`src/smtk_pkg.sv`:
```
package smtk_pkg;

  localparam int MaxClasses = 64;
  localparam int TopKMax    = 5;

  function automatic logic [16:0] exp_int(input logic [3:0] ip);
    case (ip)
      4'd0:    exp_int = 17'd65536;
      4'd1:    exp_int = 17'd24109;
      4'd2:    exp_int = 17'd8869;
      4'd3:    exp_int = 17'd3263;
      4'd4:    exp_int = 17'd1200;
      4'd5:    exp_int = 17'd442;
      4'd6:    exp_int = 17'd162;
      4'd7:    exp_int = 17'd60;
      4'd8:    exp_int = 17'd22;
      4'd9:    exp_int = 17'd8;
      4'd10:   exp_int = 17'd3;
      4'd11:   exp_int = 17'd1;
      default: exp_int = 17'd0;
    endcase
  endfunction

  function automatic logic [16:0] exp_hi(input logic [3:0] h);
    case (h)
      4'd0:    exp_hi = 17'd65536;
      4'd1:    exp_hi = 17'd61565;
      4'd2:    exp_hi = 17'd57836;
      4'd3:    exp_hi = 17'd54332;
      4'd4:    exp_hi = 17'd51039;
      4'd5:    exp_hi = 17'd47947;
      4'd6:    exp_hi = 17'd45042;
      4'd7:    exp_hi = 17'd42313;
      4'd8:    exp_hi = 17'd39750;
      4'd9:    exp_hi = 17'd37341;
      4'd10:   exp_hi = 17'd35079;
      4'd11:   exp_hi = 17'd32954;
      4'd12:   exp_hi = 17'd30957;
      4'd13:   exp_hi = 17'd29081;
      4'd14:   exp_hi = 17'd27319;
      default: exp_hi = 17'd25664;
    endcase
  endfunction

  function automatic logic [16:0] exp_lo(input logic [3:0] l);
    case (l)
      4'd0:    exp_lo = 17'd65536;
      4'd1:    exp_lo = 17'd65280;
      4'd2:    exp_lo = 17'd65026;
      4'd3:    exp_lo = 17'd64772;
      4'd4:    exp_lo = 17'd64520;
      4'd5:    exp_lo = 17'd64268;
      4'd6:    exp_lo = 17'd64018;
      4'd7:    exp_lo = 17'd63768;
      4'd8:    exp_lo = 17'd63520;
      4'd9:    exp_lo = 17'd63272;
      4'd10:   exp_lo = 17'd63025;
      4'd11:   exp_lo = 17'd62780;
      4'd12:   exp_lo = 17'd62535;
      4'd13:   exp_lo = 17'd62291;
      4'd14:   exp_lo = 17'd62048;
      default: exp_lo = 17'd61806;
    endcase
  endfunction

  typedef struct packed {
    logic [2:0]  rank;
    logic [5:0]  class_index;
    logic [15:0] probability;
    logic        last_rank;
  } result_t;

  typedef struct packed {
    logic        start;
    logic [31:0] dividend;
    logic [22:0] divisor;
  } div_req_t;

  typedef struct packed {
    logic        done;
    logic [31:0] quotient;
  } div_rsp_t;

endpackage

```
`src/smtk_if.sv`:
```
interface smtk_logit_if;
  logic        valid;
  logic        ready;
  logic [15:0] logit_value;
  logic        last_logit;
  modport source (output valid, logit_value, last_logit, input ready);
  modport sink (input valid, logit_value, last_logit, output ready);
endinterface

interface smtk_result_if;
  logic        valid;
  logic        ready;
  logic [2:0]  rank;
  logic [5:0]  class_index;
  logic [15:0] probability;
  logic        last_rank;
  modport source (output valid, rank, class_index, probability, last_rank, input ready);
  modport sink (input valid, rank, class_index, probability, last_rank, output ready);
endinterface

interface smtk_cfg_if;
  logic       valid;
  logic       ready;
  logic [2:0] data;
  modport source (output valid, data, input ready);
  modport sink (input valid, data, output ready);
endinterface

```
`src/smtk_ram.sv`:
```
module smtk_ram #(
  parameter int Depth = 64,
  parameter int Width = 16
) (
  input  logic                     clk,
  input  logic                     we,
  input  logic [$clog2(Depth)-1:0] waddr,
  input  logic [Width-1:0]         wdata,
  input  logic [$clog2(Depth)-1:0] raddr,
  output logic [Width-1:0]         rdata
);
  logic [Width-1:0] mem [Depth];

  always_ff @(posedge clk) begin
    if (we) begin
      mem[waddr] <= wdata;
    end
    rdata <= mem[raddr];
  end
endmodule

```
`src/smtk_div.sv`:
```
module smtk_div (
  input  logic                clk,
  input  logic                rst,
  input  smtk_pkg::div_req_t  req,
  output smtk_pkg::div_rsp_t  rsp
);
  // Restoring divider, one quotient bit per cycle.
  logic [31:0] quot;
  logic [23:0] rem;
  logic [22:0] dvs;
  logic [5:0]  cnt;
  logic        busy;
  logic        done;
  logic [23:0] trial;
  logic [24:0] diff;

  assign trial = {rem[22:0], quot[31]};
  assign diff  = {1'b0, trial} - {2'b0, dvs};

  always_ff @(posedge clk) begin
    if (rst) begin
      busy <= 1'b0;
      done <= 1'b0;
      cnt  <= '0;
    end else begin
      done <= 1'b0;
      if (req.start) begin
        busy <= 1'b1;
        quot <= req.dividend;
        rem  <= '0;
        dvs  <= req.divisor;
        cnt  <= 6'd32;
      end else if (busy) begin
        if (diff[24]) begin
          rem  <= trial;
          quot <= {quot[30:0], 1'b0};
        end else begin
          rem  <= diff[23:0];
          quot <= {quot[30:0], 1'b1};
        end
        cnt <= cnt - 6'd1;
        if (cnt == 6'd1) begin
          busy <= 1'b0;
          done <= 1'b1;
        end
      end
    end
  end

  assign rsp = '{done: done, quotient: quot};
endmodule

```
`src/softmax_top_k_select_core.sv`:
```
// Softmax with top-k selection over a set of up to 64 class logits.
//
// Logits enter on the in channel, one item per cycle, as signed Q8.8 values
// in class order. The item with last_logit set closes the set; logits past
// the 64th are dropped. The block then walks its logit memory to compute
// exp(logit - max) from three small tables, adds up the sum, divides each
// exponential by the sum with a serial divider, and finally runs one scan
// of the probability memory per reported rank. While it computes, in.ready
// is low. Results leave on the out channel, one item per rank, best first,
// with last_rank on the final one. The output register holds a result until
// the receiver takes it; the next rank waits meanwhile, so no result is lost.
// The top_count register is written on the cfg channel, which is always
// ready; it should be written only while the block is idle.
// Reset clears the class count, running maximum, picked mask and sets
// top_count to 5. The memories need no clearing: only written entries are read.
module softmax_top_k_select_core (
  input logic clk,
  input logic rst,
  smtk_logit_if.sink    in,
  smtk_result_if.source out,
  smtk_cfg_if.sink      cfg
);
  typedef enum logic [3:0] {
    S_LOAD, S_EXP_RD, S_EXP_MUL, S_EXP_LO, S_EXP_ACC, S_DIV_RD, S_DIV_START,
    S_DIV_WAIT, S_DIV_WR, S_SEL_RD, S_SEL_SCAN, S_SEL_OUT
  } state_t;

  state_t      state;
  logic [2:0]  top_count;
  logic [6:0]  class_count;
  logic signed [15:0] running_max;
  logic [63:0] picked_mask;
  logic [22:0] sum;
  logic [5:0]  idx;
  logic [2:0]  rank;
  logic [2:0]  k_eff;
  logic [15:0] best_prob;
  logic [5:0]  best_idx;
  logic        found;
  logic [33:0] prod;
  logic [15:0] d_reg;
  smtk_pkg::div_req_t div_req;
  smtk_pkg::div_rsp_t div_rsp;

  // Logit memory.
  logic        lg_we;
  logic [5:0]  lg_waddr, lg_raddr;
  logic [15:0] lg_rdata;
  // Probability memory.
  logic        pr_we;
  logic [5:0]  pr_waddr, pr_raddr;
  logic [15:0] pr_wdata, pr_rdata;

  smtk_ram #(.Depth(smtk_pkg::MaxClasses), .Width(16)) u_logit_ram (
    .clk(clk), .we(lg_we), .waddr(lg_waddr), .wdata(in.logit_value),
    .raddr(lg_raddr), .rdata(lg_rdata)
  );
  smtk_ram #(.Depth(smtk_pkg::MaxClasses), .Width(16)) u_prob_ram (
    .clk(clk), .we(pr_we), .waddr(pr_waddr), .wdata(pr_wdata),
    .raddr(pr_raddr), .rdata(pr_rdata)
  );
  smtk_div u_div (.clk(clk), .rst(rst), .req(div_req), .rsp(div_rsp));

  assign in.ready  = (state == S_LOAD);
  assign cfg.ready = 1'b1;

  logic in_fire;
  logic room;
  assign in_fire = in.valid && in.ready;
  assign room    = (class_count < 7'(smtk_pkg::MaxClasses));
  assign lg_we    = in_fire && room;
  assign lg_waddr = class_count[5:0];
  assign lg_raddr = idx;
  assign pr_raddr = idx;

  // Difference max - logit, always nonnegative.
  logic [16:0] d_full;
  assign d_full = 17'($signed({running_max[15], running_max})
                  - $signed({lg_rdata[15], lg_rdata}));

  // Effective rank count.
  logic [2:0] k_cfg;
  always_comb begin
    k_cfg = top_count;
    if (k_cfg == 3'd0) k_cfg = 3'd1;
    if (k_cfg > 3'(smtk_pkg::TopKMax)) k_cfg = 3'(smtk_pkg::TopKMax);
  end

  logic [31:0] e_t;
  logic [15:0] e_sat;
  assign e_t   = prod[33:16] > 18'd65535 ? 32'd65535 : 32'(prod[33:16]);
  assign e_sat = e_t[15:0];

  always_comb begin
    pr_we    = 1'b0;
    pr_waddr = idx;
    pr_wdata = e_sat;
    if (state == S_EXP_ACC) begin
      pr_we = 1'b1;
    end else if (state == S_DIV_WR) begin
      pr_we    = 1'b1;
      pr_wdata = (div_rsp.quotient > 32'd65535) ? 16'hFFFF : div_rsp.quotient[15:0];
    end
  end

  logic last_idx;
  assign last_idx = ({1'b0, idx} == class_count - 7'd1);

  always_ff @(posedge clk) begin
    if (rst) begin
      state       <= S_LOAD;
      top_count   <= 3'd5;
      class_count <= '0;
      running_max <= 16'sh8000;
      picked_mask <= '0;
      out.valid   <= 1'b0;
      div_req.start <= 1'b0;
      idx         <= '0;
    end else begin
      // The divider starts the cycle after the dividend is read.
      div_req.start <= (state == S_DIV_START);
      if (cfg.valid) begin
        top_count <= cfg.data;
      end
      case (state)
        S_LOAD: begin
          if (in_fire) begin
            if (room) begin
              class_count <= class_count + 7'd1;
              if ($signed(in.logit_value) > running_max) begin
                running_max <= $signed(in.logit_value);
              end
            end
            if (in.last_logit) begin
              idx   <= '0;
              sum   <= '0;
              state <= S_EXP_RD;
            end
          end
        end
        S_EXP_RD: state <= S_EXP_MUL;
        S_EXP_MUL: begin
          // First table product; the second follows next cycle.
          d_reg <= d_full[15:0];
          if (d_full[15:8] >= 8'd12) begin
            prod <= '0;
          end else begin
            prod <= 34'(smtk_pkg::exp_int(d_full[11:8]) * smtk_pkg::exp_hi(d_full[7:4]));
          end
          state <= S_EXP_LO;
        end
        S_EXP_LO: begin
          prod  <= 34'(prod[33:16] * smtk_pkg::exp_lo(d_reg[3:0]));
          state <= S_EXP_ACC;
        end
        S_EXP_ACC: begin
          // The exponential is final now; it is written to memory this cycle.
          sum <= sum + 23'(e_sat);
          if (last_idx) begin
            idx   <= '0;
            state <= S_DIV_RD;
          end else begin
            idx   <= idx + 6'd1;
            state <= S_EXP_RD;
          end
        end
        S_DIV_RD: state <= S_DIV_START;
        S_DIV_START: begin
          div_req.dividend <= {pr_rdata, 16'd0};
          div_req.divisor  <= sum;
          state            <= S_DIV_WAIT;
        end
        S_DIV_WAIT: begin
          if (div_rsp.done) begin
            state <= S_DIV_WR;
          end
        end
        S_DIV_WR: begin
          if (last_idx) begin
            idx     <= '0;
            rank    <= '0;
            k_eff   <= (7'(k_cfg) > class_count) ? class_count[2:0] : k_cfg;
            found   <= 1'b0;
            state   <= S_SEL_RD;
          end else begin
            idx   <= idx + 6'd1;
            state <= S_DIV_RD;
          end
        end
        S_SEL_RD: begin
          state <= S_SEL_SCAN;
          idx   <= idx + 6'd1;
        end
        S_SEL_SCAN: begin
          // The entry under test is idx - 1, one behind the read address.
          if (!picked_mask[idx - 6'd1] &&
              (!found || pr_rdata > best_prob)) begin
            found     <= 1'b1;
            best_prob <= pr_rdata;
            best_idx  <= idx - 6'd1;
          end
          if ({1'b0, idx - 6'd1} == class_count - 7'd1) begin
            state <= S_SEL_OUT;
          end else begin
            idx <= idx + 6'd1;
          end
        end
        S_SEL_OUT: begin
          if (!out.valid || out.ready) begin
            out.valid       <= 1'b1;
            out.rank        <= rank;
            out.class_index <= best_idx;
            out.probability <= best_prob;
            out.last_rank   <= (rank + 3'd1 == k_eff);
            rank  <= rank + 3'd1;
            found <= 1'b0;
            idx   <= '0;
            if (rank + 3'd1 == k_eff) begin
              class_count <= '0;
              running_max <= 16'sh8000;
              picked_mask <= '0;
              state       <= S_LOAD;
            end else begin
              picked_mask[best_idx] <= 1'b1;
              state <= S_SEL_RD;
            end
          end
        end
        default: state <= S_LOAD;
      endcase
      if (out.valid && out.ready && state != S_SEL_OUT) begin
        out.valid <= 1'b0;
      end
    end
  end
endmodule

```
`src/flat_wrapper.sv`:
```
// flat-port wrapper written by rule: the top's interface ports become plain ports
module softmax_top_k_select_core_flat 
  (clk, rst, in_valid, in_logit_value, in_last_logit, in_ready, out_valid, out_rank, out_class_index, out_probability, out_last_rank, out_ready, cfg_valid, cfg_data, cfg_ready);
  smtk_logit_if in_i ();
  smtk_result_if out_i ();
  smtk_cfg_if cfg_i ();
  input logic clk;
  input logic rst;
  input wire logic [$bits(in_i.valid)-1:0] in_valid;
  input wire logic [$bits(in_i.logit_value)-1:0] in_logit_value;
  input wire logic [$bits(in_i.last_logit)-1:0] in_last_logit;
  output wire logic [$bits(in_i.ready)-1:0] in_ready;
  output wire logic [$bits(out_i.valid)-1:0] out_valid;
  output wire logic [$bits(out_i.rank)-1:0] out_rank;
  output wire logic [$bits(out_i.class_index)-1:0] out_class_index;
  output wire logic [$bits(out_i.probability)-1:0] out_probability;
  output wire logic [$bits(out_i.last_rank)-1:0] out_last_rank;
  input wire logic [$bits(out_i.ready)-1:0] out_ready;
  input wire logic [$bits(cfg_i.valid)-1:0] cfg_valid;
  input wire logic [$bits(cfg_i.data)-1:0] cfg_data;
  output wire logic [$bits(cfg_i.ready)-1:0] cfg_ready;
  assign in_i.valid = in_valid;
  assign in_i.logit_value = in_logit_value;
  assign in_i.last_logit = in_last_logit;
  assign in_ready = in_i.ready;
  assign out_valid = out_i.valid;
  assign out_rank = out_i.rank;
  assign out_class_index = out_i.class_index;
  assign out_probability = out_i.probability;
  assign out_last_rank = out_i.last_rank;
  assign out_i.ready = out_ready;
  assign cfg_i.valid = cfg_valid;
  assign cfg_i.data = cfg_data;
  assign cfg_ready = cfg_i.ready;
  softmax_top_k_select_core u_core (.clk(clk), .rst(rst), .in(in_i), .out(out_i), .cfg(cfg_i));
endmodule
```
`config.mk`:
```
export PLATFORM = sky130hd
export DESIGN_NAME = softmax_top_k_select_core_flat
export DESIGN_NICKNAME = d
export VERILOG_FILES = /design/src/smtk_pkg.sv /design/src/smtk_if.sv /design/src/smtk_ram.sv /design/src/smtk_div.sv /design/src/softmax_top_k_select_core.sv /design/src/flat_wrapper.sv
export SDC_FILE = /design/constraint.sdc
export NUM_CORES = 2
export LEC_CHECK = 0
export BUFFER_PORTS_ARGS = -buffer_cell sky130_fd_sc_hd__buf_4
export CORE_ASPECT_RATIO = 0.5
export CORE_MARGIN = 10
export CORE_UTILIZATION = 40
export CTS_CLUSTER_SIZE = 8
export DETAILED_ROUTE_END_ITERATION = 6
export HOLD_SLACK_MARGIN = 0.05
export PLACE_DENSITY = 0.62
export SLEW_MARGIN = 10
export SYNTH_ARGS = -nofsm -noshare
export SYNTH_HDL_FRONTEND = slang
export SYNTH_SLANG_ARGS = --single-unit
```
`constraint.sdc`:
```
create_clock -name clk -period 10.2 [get_ports clk]
set_input_delay 1.02 -clock clk [delete_from_list [all_inputs] [get_ports clk]]
set_output_delay 1.02 -clock clk [all_outputs]
set_load 0.02 [all_outputs]
```
Yosys cells after proc, flatten, opt, wreduce, memory -nomap -nowiden
Memories as Yosys holds them, arrays and structs flattened. A register that Yosys moved wholly into a read port is not among the register bits. Index checks and enable logic that the tools add are counted.

Logic and storage cells: 203. Bits in read-only memories: 768. Output and inout bits: 29. Memory bits (writable): 2048. Input port bits: 25. Register bits after elaboration: 343. Memories: 5.

Magnitude comparators: 11. Multiplexer cells: 76. Equality and inequality tests: 27. Reductions and logical operators: 40. Add/subtract/negate cells: 9. Multiply operators: 2. Bitwise operators: 3.

Memory list: u_core.u_logit_ram.mem (words 64, width 16, read ports 1, clocked after Yosys merged registers in 1, write ports 1, line smtk_ram.sv:12) `logic [Width-1:0] mem [Depth];`; u_core.u_prob_ram.mem (words 64, width 16, read ports 1, clocked after Yosys merged registers in 1, write ports 1, line smtk_ram.sv:12); (no name shown) (words 16, width 17, read ports 1, clocked after Yosys merged registers in 0, write ports 0, line smtk_pkg.sv:25) `case (h)`; (no name shown) (words 16, width 16, read ports 1, clocked after Yosys merged registers in 1, write ports 0, line smtk_pkg.sv:46) `case (l)`; (no name shown) (words 16, width 15, read ports 1, clocked after Yosys merged registers in 0, write ports 0, line smtk_pkg.sv:7) `case (ip)`.

Operators with widths (count): 16-bit 2-to-1 mux (9); 17-bit 2-to-1 mux (8); 23-bit 2-to-1 mux (4); 34-bit one-hot mux with 2 select lines (1); 32-bit 2-to-1 mux (2); 64-bit 2-to-1 mux (1); 64-bit OR (1); 4-bit one-hot mux with 12 select lines (1); 23-bit one-hot mux with 2 select lines (1); 6-bit 2-to-1 mux (7); 17-bit by 17-bit multiplier with 34-bit output (1); 18-bit by 17-bit multiplier with 34-bit output (1); 34-bit 2-to-1 mux (1); 16-bit greater-than comparator (2); 32-bit by 16-bit greater-than comparator with 1-bit output, second input constant (1); 4-bit 2-to-1 mux (8); 16-bit one-hot mux with 2 select lines (1); 6-bit one-hot mux with 5 select lines (1); 7-bit 2-to-1 mux (4); 24-bit by 23-bit subtractor with 25-bit output (1); 23-bit by 16-bit adder with 23-bit output (1); 5-bit AND reduction (4); 18-bit by 16-bit greater-than comparator with 1-bit output, second input constant (1); 3-bit 2-to-1 mux (6); other kinds (43) (100).

Longest topological paths before layout
Depth in word-level cells: 8. Depth in mapped cells: 36. Depth with buffers taken out: 35.

Modules after synthesis
From an unflattened synthesis, not the netlist that was laid out.

Cells, all modules: 7347. Area total of the unflattened synthesis: 115379.4 µm².

By module, submodules not included: smtk_ram at u_core.u_prob_ram (area each 40042.2 µm², sequential area each 31069.8 µm², times used 1, cells an instance 1829); smtk_ram at u_core.u_logit_ram (area each 39978.3 µm², sequential area each 31069.8 µm², times used 1, cells an instance 1820); softmax_top_k_select_core (area each 30556.8 µm², sequential area each 6476.2 µm², times used 1, cells an instance 3269); smtk_div (area each 4802.1 µm², sequential area each 2502.4 µm², times used 1, cells an instance 429).

Worst setup path after synthesis
OpenSTA, ideal clock, no wires.

Path kind: flip-flop to flip-flop. Start: register u_core.running_max[0]. End: register u_core.prod[23], data pin. Path slack: 1.876 ns. Period minus slack after synthesis: 8.324 ns. Required time: 9.944 ns. Library setup time: 0.256 ns. Buffers on the path: 1. Cell stages (with the launch flop): 34. Data arrival time: 8.068 ns. Cells stage by stage: dfxtp_1 inv_1 ha_1 fa_1 nor2b_1 o21ai_0 nand2b_1 xor2_1 inv_1 ha_1 clkbuf_1 o21a_1 mux2i_1 nor2_1 fa_1 inv_1 fa_1 fa_1 inv_1 fa_1 fa_1 inv_1 fa_1 inv_1 ha_1 a21oi_1 o21ai_0 or3_1 o211ai_1 a21boi_0 o21a_1 o21a_1 or3_1 a31o_2.

Word-level cells in the longest chain between the ends: 8. Elaborated cells between the ends (all ways): 13. Classes of those cells: 1 x add/sub; 1 x mul; 1 x order compare; 8 x mux; 2 x memory.

Ends and longest elaborated chain: start, declared (line softmax_top_k_select_core.sv:31) `logic signed [15:0] running_max;`; start signal, assigned (line softmax_top_k_select_core.sv:131) `running_max <= $signed(in.logit_value);`; 16-bit subtractor * (line softmax_top_k_select_core.sv:79) `- $signed({lg_rdata[15], lg_rdata}));`; memory 16 x 15 bit / memory 16 x 17 bit (equally long branches); 17-bit 2-to-1 mux (line softmax_top_k_select_core.sv:145) `if (d_full[15:8] >= 8'd12) begin`; 17-bit 2-to-1 mux (line softmax_top_k_select_core.sv:125) `case (state)`; 17-bit 2-to-1 mux (line softmax_top_k_select_core.sv:110) `if (rst) begin`; 17-bit by 17-bit multiplier with 34-bit output (line softmax_top_k_select_core.sv:148) `prod <= 34'(smtk_pkg::exp_int(d_full[11:8]) * smtk_pkg::exp_hi(d_full[7:4]));`; 34-bit 2-to-1 mux * (line softmax_top_k_select_core.sv:145); 34-bit one-hot mux with 2 select lines * (line softmax_top_k_select_core.sv:125); end signal, assigned (line softmax_top_k_select_core.sv:148); end signal, assigned (line softmax_top_k_select_core.sv:153) `prod <= 34'(prod[33:16] * smtk_pkg::exp_lo(d_reg[3:0]));`; end, declared (line softmax_top_k_select_core.sv:40) `logic [33:0] prod;`.

Mark *: on every way between the ends. The rest lies on a longest branch, timed or not. The select of a mux whose other input is x is not followed. A chain may end at the register's enable or synchronous reset.

Worst setup path in the final report
Start: register u_core.running_max[0]. End: register u_core.prod[32], data pin.

The elaborated chain is that of the path after synthesis.

==> flow_summary.json <==
{
  "run_status": "complete, no violations",
  "gr-total-overflow": 0,
  "via_count_of_the_first_global_routing_pass": 66761,
  "antenna_violating_nets_post_route": 0,
  "fin_worst_skew_ns": 0.0980,
  "drt-initial-drc-count": 7909,
  "max_cap_viol_count": 0,
  "cp.required_ns": 10.73,
  "detail_route.wl_per_cell_um": 26.0,
  "initial_utilization_pct": 40.3,
  "max_clock_freq_mhz": 104,
  "tritoncts.num_buffers": 345,
  "post_synth_and_or_nand_nor_area_fraction_pct": 6.13,
  "synth.yosys.seq_area_share_pct": 65.0,
  "postSynthCellCount": 7577,
  "synth_top_family_by_area": "compound AO/OA/AOI/OAI gates",
  "vias": 66725,
  "setup_viol": 0,
  "min_period_ns": 9.60,
  "clk_pin_slew_worst_paths_ns": 0.05,
  "die_height_um": 390,
  "crit_path_max_incr_delay_ns": 0.58,
  "min_path_type": "reg2reg",
  "cp_slowest_cell": "sky130_fd_sc_hd__xor2_1",
  "grt_max_degree": 110,
  "clock_sink_count": 2420,
  "synth-edff-count": 2265,
  "arrival_ns": 10.13,
  "layout.cells.non_filler": 11500,
  "postRouteWirelength_um": 299000,
  "drc": 0,
  "tritoncts": "yes",
  "crit_type": "reg2reg",
  "cts-root-to-sink-buffers": 4,
  "fin_setup_tns_ns": 0,
  "area_delta_synth_final_pct": 13.3,
  "synth_compound_gate_area_share_pct": 11.8,
  "layout_top_registers": "u_core.u_logit_ram.mem x1024, u_core.u_prob_ram.mem x1024, u_core.picked_mask x64",
  "cts_resized": 0,
  "grt_setup_unrepaired": "false",
  "grt_first_pass_wirelength_um": 440000,
  "ys_seq_elements": 2420,
  "max_slew_margin_pct": 11.2,
  "worst-path-stages": 32,
  "finalCoreUtilization_pct": 45.6,
  "crit_path_frequent_cell": "sky130_fd_sc_hd__fa_1",
  "post_synth_num_cell_types": 82,
  "synth_mux_area_share_pct": 0.803,
  "io_buffers": 52,
  "mostFrequentLayoutCell": "sky130_fd_sc_hd__edfxtp_1",
  "cts_hold_buf": 0,
  "synth_fp_nets": 8374,
  "grt_use_total_pct": 19.5,
  "post_synth_fa_ha_maj_area_fraction_pct": 11.7,
  "finalHoldViolations": 0,
  "synth-warning-count": 0,
  "cts_htree_levels": 5,
  "fp.dieW_um": 759,
  "clock_tree.root_cell": "sky130_fd_sc_hd__clkbuf_16",
  "core_um2": 271000,
  "postCtsSetupRepairBufs": 0,
  "placed_cells": 11046,
  "worst-r2r-setup-slack_ns": 0.60,
  "critical_path.top_delay_family": "adder cells",
  "layout.cells.most_common_list": "2265 x sky130_fd_sc_hd__edfxtp_1, 1067 x sky130_fd_sc_hd__a22oi_1, 618 x sky130_fd_sc_hd__inv_1",
  "worstMarginPinSlew_ns": 1.33,
  "postSynth.topFlopCell": "sky130_fd_sc_hd__edfxtp_1",
  "num_io_pins": 54,
  "timing_endpoint_of_the_critical_path": "u_core.prod[32]$_DFFE_PP_",
  "crit_path_end_kind": "flop",
  "post_detail_place_hpwl_um": 179000,
  "nNetsFinal": 8560,
  "final-max-slew-violation-count": 0,
  "die_area_um2": 296000,
  "metal1_wirelength_um": 126000,
  "timing.critical_path.fanout_max": 10,
  "cp-start-kind": "flop",
  "num-fill-cells": 23401,
  "holdWs_ns": 0.411,
  "worstSetupStartpoint": "u_core.running_max[0]$_SDFFE_PP0P_",
  "worst_r2r_startpoint": "u_core.running_max[0]$_SDFFE_PP0P_",
  "detailroute.wirelength.met2_um": 137000,
  "worst_r2r_endpoint": "u_core.prod[32]$_DFFE_PP_",
  "syn_avg_cell_area_um2": 14.4,
  "synth_area_um2": 109000,
  "globalplace.congestion": 0.869,
  "met3_wirelength_um": 29000,
  "worst_skew_pair.late_latency_ns": 0.85,
  "layout-drive-gt1-share_pct": 10.1,
  "antenna_found_initial": 8,
  "std_cell_rows": 135,
  "worstRegToRegCells": 32,
  "post_drt_via_cell_ratio": 5.80,
  "worst-path-buf-inv": 6,
  "async_reset_ff_share_pct": 0,
  "highest_metal_layer_with_signal_wires": "met5",
  "xor_xnor_fraction_of_synth_area_pct": 0.890,
  "detailedRoute.firstPassIterationCount": 6,
  "finalCritPeriodShare_pct": 94.1
}
## cell type report
class	instances	area, um^2	share of cell area, %
Multi-Input combinational cell	4121	34500	27.9
Clock inverter	19	245	0.198
Antenna cell	3	7.51	0.00606
Tap cell	3630	4540	3.67
Timing Repair Buffer	252	2020	1.63
Clock buffer	432	9080	7.33
Sequential cell	2420	71100	57.4
Inverter	623	2340	1.89
## routing by layer
metal | global-route usage (%) | vias up
met4 | 4.88 | 2
met1 | 27.7 | 34044
li1 | - | 29047
met3 | 3.66 | 415
met5 | 0 | -
met2 | 30.9 | 3217
## through the flow
stage	setup WS (ns)	area (um^2)
after floorplan	1.88	109000
after global placement	0.735	115000
after detailed placement	0.617	115000
after CTS	0.618	124000
after global routing	0.0310	124000
final	0.601	124000
## synth_stat cells, drive strengths merged, types with 18 or more instances
cell type | count | area [um^2]
a21o | 47 | 353
a21oi | 197 | 986
a22o | 19 | 166
a22oi | 1067 | 8010
a41oi | 196 | 1720
and2 | 96 | 601
and3 | 22 | 138
buf | 76 | 370
clkbuf | 337 | 1260
dfxtp | 155 | 3100
edfxtp | 2265 | 68000
fa | 410 | 8210
ha | 362 | 4530
inv | 619 | 2320
mux2 | 22 | 248
mux2i | 18 | 180
mux4 | 20 | 450
nand2 | 384 | 1440
nand2b | 22 | 138
nand3 | 88 | 440
nand3b | 23 | 173
nand4 | 83 | 519
nor2 | 470 | 1760
nor2b | 37 | 231
nor3 | 61 | 337
nor4 | 43 | 284
o21a | 31 | 233
o21ai | 65 | 329
o22a | 19 | 166
or2 | 19 | 119
or3 | 35 | 219
xnor2 | 67 | 587
xor2 | 39 | 342
## worst reg2reg max path: cells and delay by family, from the launching register on
| kind | cells | cell delay (ns) |
|---|---|---|
| compound gates | 9 | 1.89 |
| xor+xnor | 1 | 0.58 |
| fa+ha+maj | 10 | 4.34 |
| buf+inv | 6 | 0.55 |
| flops | 1 | 0.35 |
| mux | 1 | 0.54 |
| simple gates | 5 | 1.12 |
## worst min path at each step
stage	startpoint	end	slack, ns	cells past startpoint
detailed placement	u_core.div_req[3]$_DFFE_PP_	u_core.u_div.dvs[3]$_DFFE_PP_	0.40	0
finish	u_core.div_req[3]$_DFFE_PP_	u_core.u_div.dvs[3]$_DFFE_PP_	0.41	0
global placement	u_core.div_req[12]$_DFFE_PP_	u_core.u_div.dvs[12]$_DFFE_PP_	0.40	0
CTS	cfg_data[0]	u_core.top_count[0]$_SDFFE_PP1P_	0.37	3
global route	cfg_data[2]	u_core.top_count[2]$_SDFFE_PP1P_	0.40	3
floorplan	u_core.div_req[0]$_DFFE_PP_	u_core.u_div.dvs[0]$_DFFE_PP_	0.40	0
## kinds of logic (layout without fill, tap and decap cells)
kind of cell	count (synthesis)	after routing
XOR/XNOR	108	108
buffers and inverters	1036	1326
AO/OA/AOI/OAI	1761	1761
other	1	4
AND/OR/NAND/NOR	1419	1419
multiplexers	60	60
adder cells (fa/ha/maj)	772	772
flip-flops	2420	2420
Power is not shown: default switching activity piles up to over one toggle a cycle in this logic, so the estimate is an artifact.
